<file path="src/rtl/incremental_bounding_sphere_grow_defines.svh">
// Assertion macros shared by the incremental bounding sphere RTL.
`ifndef INCREMENTAL_BOUNDING_SPHERE_GROW_DEFINES_SVH
`define INCREMENTAL_BOUNDING_SPHERE_GROW_DEFINES_SVH

// Same-cycle implication, disabled while reset is high.
`define IBSG_ASSERT_IMP(label, clk, rst, ante, cons, msg) \
  label: assert property (@(posedge clk) disable iff (rst) (ante) |-> (cons)) else $error(msg);

// Next-cycle implication, disabled while reset is high.
`define IBSG_ASSERT_NXT(label, clk, rst, ante, cons, msg) \
  label: assert property (@(posedge clk) disable iff (rst) (ante) |=> (cons)) else $error(msg);

`endif

</file>
<file path="src/rtl/ibsg_pkg.sv">
// Package with widths, codes and controller/datapath types for the sphere grow block.
package ibsg_pkg;

  localparam int COORD_W    = 32;
  localparam int RAD_W      = 31;
  localparam int MAG_W      = COORD_W + 1;
  localparam int SQ_W       = 2 * MAG_W;
  localparam int ROOT_W     = SQ_W / 2;
  localparam int DEN_W      = ROOT_W + 1;
  localparam int Q_W        = COORD_W;
  localparam int LO_W       = 17;
  localparam int HI_W       = MAG_W - LO_W;
  localparam int PP_W       = MAG_W + LO_W;
  localparam int SQRT_ITERS = ROOT_W;
  localparam int DIV_ITERS  = Q_W;
  localparam int CNT_W      = 6;
  localparam int CFG_IDX_W  = 2;

  localparam logic [CFG_IDX_W-1:0] CFG_CENTER_X = 2'd0;
  localparam logic [CFG_IDX_W-1:0] CFG_CENTER_Y = 2'd1;
  localparam logic [CFG_IDX_W-1:0] CFG_CENTER_Z = 2'd2;
  localparam logic [CFG_IDX_W-1:0] CFG_RADIUS   = 2'd3;

  // Product slots of the shared multiplier.
  localparam logic [2:0] MUL_SQ_X  = 3'd0;
  localparam logic [2:0] MUL_SQ_Y  = 3'd1;
  localparam logic [2:0] MUL_SQ_Z  = 3'd2;
  localparam logic [2:0] MUL_RR    = 3'd3;
  localparam logic [2:0] MUL_GAP_X = 3'd4;
  localparam logic [2:0] MUL_GAP_Y = 3'd5;
  localparam logic [2:0] MUL_GAP_Z = 3'd6;

  typedef enum logic [3:0] {
    S_IDLE, S_LOAD, S_SQ_MUL, S_SQ_DRAIN, S_COMPARE, S_ROOT, S_GAP,
    S_GP_MUL, S_GP_DRAIN, S_DIV_INIT, S_DIVIDE, S_UPDATE, S_DONE
  } state_t;

  typedef struct packed {
    logic       capture;
    logic       load;
    logic       mul_en;
    logic [2:0] mul_idx;
    logic       mul_half;
    logic       compare;
    logic       sqrt_step;
    logic       gap;
    logic       div_init;
    logic       div_step;
    logic       update;
    logic       out_load;
  } cmd_t;

  typedef struct packed {
    logic grow;
  } status_t;

endpackage

</file>
<file path="src/rtl/ibsg_ctrl.sv">
// Controller state machine sequencing the sphere grow datapath.
`include "incremental_bounding_sphere_grow_defines.svh"

module ibsg_ctrl (
  input  logic             clk,
  input  logic             rst,
  input  logic             in_valid,
  output logic             in_ready,
  output logic             out_valid,
  input  logic             out_ready,
  input  ibsg_pkg::status_t sts,
  output ibsg_pkg::cmd_t   cmd
);
  import ibsg_pkg::*;

  state_t           state, state_next;
  logic [CNT_W-1:0] cnt, cnt_next;
  logic             out_valid_next;

  always_ff @(posedge clk) begin
    if (rst) begin
      state     <= S_IDLE;
      cnt       <= '0;
      out_valid <= 1'b0;
    end else begin
      state     <= state_next;
      cnt       <= cnt_next;
      out_valid <= out_valid_next;
    end
  end

  assign in_ready = (state == S_IDLE);

  always_comb begin
    state_next     = state;
    cnt_next       = cnt;
    cmd            = '0;
    out_valid_next = out_valid && !out_ready;
    unique case (state)
      S_IDLE: begin
        if (in_valid) begin
          cmd.capture = 1'b1;
          state_next  = S_LOAD;
        end
      end
      S_LOAD: begin
        cmd.load   = 1'b1;
        cnt_next   = '0;
        state_next = S_SQ_MUL;
      end
      S_SQ_MUL: begin
        cmd.mul_en   = 1'b1;
        cmd.mul_idx  = {1'b0, cnt[2:1]};
        cmd.mul_half = cnt[0];
        cnt_next     = cnt + 1'b1;
        if (cnt == CNT_W'(7)) state_next = S_SQ_DRAIN;
      end
      S_SQ_DRAIN: state_next = S_COMPARE;
      S_COMPARE: begin
        cmd.compare = 1'b1;
        cnt_next    = '0;
        state_next  = S_ROOT;
      end
      S_ROOT: begin
        if (!sts.grow) begin
          state_next = S_DONE;
        end else begin
          cmd.sqrt_step = 1'b1;
          cnt_next      = cnt + 1'b1;
          if (cnt == CNT_W'(SQRT_ITERS - 1)) state_next = S_GAP;
        end
      end
      S_GAP: begin
        cmd.gap    = 1'b1;
        cnt_next   = '0;
        state_next = S_GP_MUL;
      end
      S_GP_MUL: begin
        cmd.mul_en   = 1'b1;
        cmd.mul_idx  = MUL_GAP_X + {1'b0, cnt[2:1]};
        cmd.mul_half = cnt[0];
        cnt_next     = cnt + 1'b1;
        if (cnt == CNT_W'(5)) state_next = S_GP_DRAIN;
      end
      S_GP_DRAIN: state_next = S_DIV_INIT;
      S_DIV_INIT: begin
        cmd.div_init = 1'b1;
        cnt_next     = '0;
        state_next   = S_DIVIDE;
      end
      S_DIVIDE: begin
        cmd.div_step = 1'b1;
        cnt_next     = cnt + 1'b1;
        if (cnt == CNT_W'(DIV_ITERS - 1)) state_next = S_UPDATE;
      end
      S_UPDATE: begin
        cmd.update = 1'b1;
        state_next = S_DONE;
      end
      S_DONE: begin
        if (!out_valid || out_ready) begin
          cmd.out_load   = 1'b1;
          out_valid_next = 1'b1;
          state_next     = S_IDLE;
        end
      end
      default: state_next = S_IDLE;
    endcase
  end

  `IBSG_ASSERT_NXT(a_accept_load, clk, rst, in_valid && in_ready, state == S_LOAD, "accept must go to load")
  `IBSG_ASSERT_IMP(a_out_free, clk, rst, cmd.out_load, !out_valid || out_ready, "output register overwritten")
  `IBSG_ASSERT_IMP(a_gap_grow, clk, rst, state == S_GAP, sts.grow, "gap state without growth")
  `IBSG_ASSERT_IMP(a_root_cnt, clk, rst, state == S_ROOT, cnt < CNT_W'(SQRT_ITERS), "root counter overrun")

endmodule

</file>
<file path="config.mk">
export PLATFORM = sky130hd
export DESIGN_NAME = ibsg_ctrl
export DESIGN_NICKNAME = d
export VERILOG_FILES = /design/src/rtl/ibsg_pkg.sv /design/src/rtl/ibsg_ctrl.sv
export VERILOG_INCLUDE_DIRS = /design/src /design/src/rtl
export SDC_FILE = /design/constraint.sdc
export NUM_CORES = 1
export LEC_CHECK = 0
export ABC_AREA = 1
export BUFFER_PORTS_ARGS = -buffer_cell sky130_fd_sc_hd__buf_2
export CAP_MARGIN = 20
export CORE_MARGIN = 4
export CORE_UTILIZATION = 35
export DETAILED_ROUTE_END_ITERATION = 7
export HOLD_SLACK_MARGIN = 0.1
export SYNTH_ARGS = -nofsm -noshare
export SYNTH_HDL_FRONTEND = slang
export SYNTH_SLANG_ARGS = --single-unit
</file>
<file path="constraint.sdc">
create_clock -name clk -period 2.05 [get_ports clk]
set_input_delay 0.1025 -clock clk [delete_from_list [all_inputs] [get_ports clk]]
set_output_delay 0.1025 -clock clk [all_outputs]
set_load 0.01 [all_outputs]
</file>
==> results <==
- The run finished with clean final reports.
- The synthesized design devotes to its leading area cell type around 28% of total area.
- Counting I/O delays and the setup requirement, the final critical path takes about 1.5 ns.
- The category of the most critical setup path is flip-flop to flip-flop.
- The setup check on the worst reg-to-reg path leaves a slack of around 0.52 ns.
- In this design, the critical path's most frequently occurring cell is sky130_fd_sc_hd__nand2_1.
- TritonCTS built the clock tree.
- The final worst-path cycle share is between 70% and 80%.
- The cell leakage power is 0.506 nW.
- The type of origin of the critical path is a flip-flop.
- The starting density of the core is between 30% and 40%.
- In the final layout, the multi-input gates occupy 494 µm².
- The clock transition at the registers of the reported paths is roughly 0.08 ns.
- STA puts the critical path data required time at between 2 and 2.5 ns.
- The filler cells instantiated in the layout total roughly 250.
- The clock reaches the later pin of the worst-skew pair after ~0.27 ns.
- The total count of max-transition violations in the final report is 0.
- The number of buffers on the longest clock path is 2.
- The final-stage net count is around 170.
- The detailed-route DRC error count is 0.
- The via count of the first global-routing pass is slightly below 800.
- The final routed wirelength across all metal layers is approximately 1900 µm.
- The number of gates resized after CTS was 0.
- The share of the yosys chip area belonging to registers is roughly 28%.
- The mean routed wirelength per cell is 10.2 µm.
- Among cell families on the critical path, the largest total delay comes from simple AND/OR/NAND/NOR gates.
- The number of antenna violations at the first check in global routing is 0.
- The clock sink count is 11.
- The highest attainable clock frequency is 655 MHz.
- The floorplan die width is 55.7 µm.
- During placement, the flow inserted port buffers numbering 20.
- By area the synthesized netlist is led by sky130_fd_sc_hd__dfxtp_1 (28%), sky130_fd_sc_hd__nand2_1 (16%), sky130_fd_sc_hd__nor2_1 (15%).
- The proportion of layout cells with a drive suffix above 1 is roughly 22%.
- In this design, the stage delay of the slowest critical-path cell is slightly above 0.4 ns.
- The cell with the largest stage delay on the worst path is sky130_fd_sc_hd__dfxtp_1.
- Once layout is complete, the cells apart from fillers number 190.
- The standard cell core area is ~2200 µm².
- The number of setup violations in the final report is 0.
- The clock skew after layout is 0.00661 ns.
- The worst hold path belongs to the class input port to flip-flop.
- The number of buffers added by the clock tree synthesis step is 3.
- The count of H-tree levels built during CTS is 1.
- The post-synthesis cell area is between 700 and 800 µm².
- The area growth from synthesis to layout is 21.5%.
- The full die area is approximately 3100 µm².
- The max-cap check violation count is 0.
- The largest fanout of any net on the critical path is 5.
- Across the whole layout, storage elements account for 220 µm².
- The worst setup path is captured at a flip-flop.
- Across all layers, the routed design uses roughly 870 vias.
- The number of synthesis warnings is 0.
- The congestion estimate from routability-driven global placement came to slightly above 0.8.
- The critical path contains buffers and inverters numbering 0 combined.
- The placed instance count is around 190.
- The floorplan step set the die height to ~56 µm.
- The net count after synthesis is about 150.
- Synthesis produced between 100 and 150 cells.
- After global routing the overflow that remains totals 0.
- The worst-case IR drop observed on VDD is between 0.5 and 0.6 mV.
- The initialized floorplan defines 17 standard-cell rows.
- The wire length of the first global-routing pass is 3260 µm.
- The number of flip-flops and latches in the synthesized netlist is 11.
- For the pin with the worst max-slew slack, the measured transition is approximately 0.42 ns.
- Once detail routing completed, the nets flagged for antenna violations numbered 0.
- After routing, the total negative slack on setup checks comes to 0 ns.
- Entering global routing, the biggest net connects 10 pins.
- The I/O pin count is 21.
- After synthesis, the netlist uses 17 different library cells.
- After detailed routing, the number of vias per cell comes to around 4.6.
- The synthesized area per cell is around 5.8 µm².
- The first routing iteration left 22 violations.
- Walking the worst path, the cells encountered are ha_1 > nand2_1 > nor2_1 > nand2_1 > nand2_1 > nand2_2 > nor2_4 > nand2_2 > nand2_1 > nand2_1 > nor2_1.
- Summed over all instances, the cell type with the most area after synthesis is sky130_fd_sc_hd__dfxtp_1.
- The power per unit of standard cell area is around 1200 nW/µm².
- The final hold violation count came to 0.
- The number of iterations in the first detailed-routing pass is 4.
- CTS placed an instance of sky130_fd_sc_hd__clkbuf_4 at the clock tree root.
- In this run the tightest slew margin relative to its limit is between 70 and 80%.
- Global routing used ~13% of the available tracks.
- Setup repair after global routing left no endpoint under its margin.
- The arrival time at the worst endpoint is approximately 1.7 ns.
- Once detailed placement completed, the half-perimeter wirelength came to 1600 µm.
- The final antenna diode count is 0.
## placed cells by master, fill, tap and decap left out, drive strengths merged, types with 3 or more instances in the layout
cell type  instances
inv               22
ha                 3
a21oi              5
nand3              9
o21ai              4
nor2              35
nand2             39
clkbuf             4
dfxtp             11
nor3               3
buf               20
## worst min-delay path: stages
cell                     delay, ns
sky130_fd_sc_hd__buf_2        0.08
sky130_fd_sc_hd__nor2_1       0.05
sky130_fd_sc_hd__nor2_1       0.10
sky130_fd_sc_hd__nor2_1       0.04
## final timing paths
check | endpoint | start | depth (start not counted)
hold reg to reg | cnt[0]$_SDFFE_PP0P_ | cnt[0]$_SDFFE_PP0P_ | 2
setup reg to reg | state[2]$_SDFFE_PP0P_ | cnt[0]$_SDFFE_PP0P_ | 11
setup / recovery | state[2]$_SDFFE_PP0P_ | cnt[0]$_SDFFE_PP0P_ | 11
hold / removal | out_valid$_SDFF_PP0_ | out_ready | 4
## routing by layer
metal	global-route usage [%]	part of all wire (%)
met1	17.9	53
met2	18.4	39
met3	3.25	7.1
met4	5.21	1.3
met5	0	0
## kinds of logic after synthesis
| kind of cell | share of synthesized area (%) |
|---|---|
| simple gates | 50.7 |
| fa+ha+maj | 4.71 |
| flops | 27.6 |
| compound gates | 6.59 |
| buf+inv | 10.4 |
## synthesized netlist by cell type
library cell / n
sky130_fd_sc_hd__a211oi_1: 1
sky130_fd_sc_hd__a21oi_1: 5
sky130_fd_sc_hd__dfxtp_1: 11
sky130_fd_sc_hd__ha_1: 3
sky130_fd_sc_hd__inv_1: 19
sky130_fd_sc_hd__inv_2: 3
sky130_fd_sc_hd__nand2_1: 33
sky130_fd_sc_hd__nand2_2: 6
sky130_fd_sc_hd__nand3_1: 9
sky130_fd_sc_hd__nand3b_1: 2
sky130_fd_sc_hd__nand4_1: 1
sky130_fd_sc_hd__nor2_1: 31
sky130_fd_sc_hd__nor2_2: 3
sky130_fd_sc_hd__nor2_4: 1
sky130_fd_sc_hd__nor3_1: 3
sky130_fd_sc_hd__nor3b_1: 2
sky130_fd_sc_hd__o21ai_0: 4
## where the power goes
group | switching (mW) | total [mW] | internal (mW)
combinational | 0.476 | 0.704 | 0.228
clock | 0.0781 | 0.153 | 0.0754
sequential | 0.0551 | 0.318 | 0.263
total | 0.609 | 1.18 | 0.566
## registers in the layout, indices dropped and copies added (netlist names)
register and flops:
cnt 6, out_valid 1, state 4
## final cells by class
cell class	instances	area share (%)
multi-input combinational	104	51.0
clock buffer	4	2.71
sequential	11	22.7
timing repair buffer	21	11.4
inverter	22	8.53
tap	28	3.62
## repair_timing
| item | in CTS | in global routing |
|---|---|---|
| hold buffers | 1 | 0 |
| endpoints found under the hold margin | 3 | 0 |
| buffers inserted | 0 | 0 |
## through the flow
stage | power [mW] | util [%] | worst slack (ns) | hold WS (ns) | cell area, µm²
6_report | 1.18 | 44.2 | 0.524 | 0.143 | 968
5_1_grt | 1.29 | 44.2 | 0.379 | 0.178 | 968
4_1_cts | 1.18 | 44.2 | 0.517 | 0.140 | 968
3_5_place_dp | 1.03 | 42.5 | 0.551 | 0.327 | 932
3_3_place_gp | 1.01 | 42.5 | 0.631 | 0.318 | 932
2_1_floorplan | 0.835 | - | 0.705 | 0.172 | 797
Note: power is estimated with default switching activity, not from simulation.
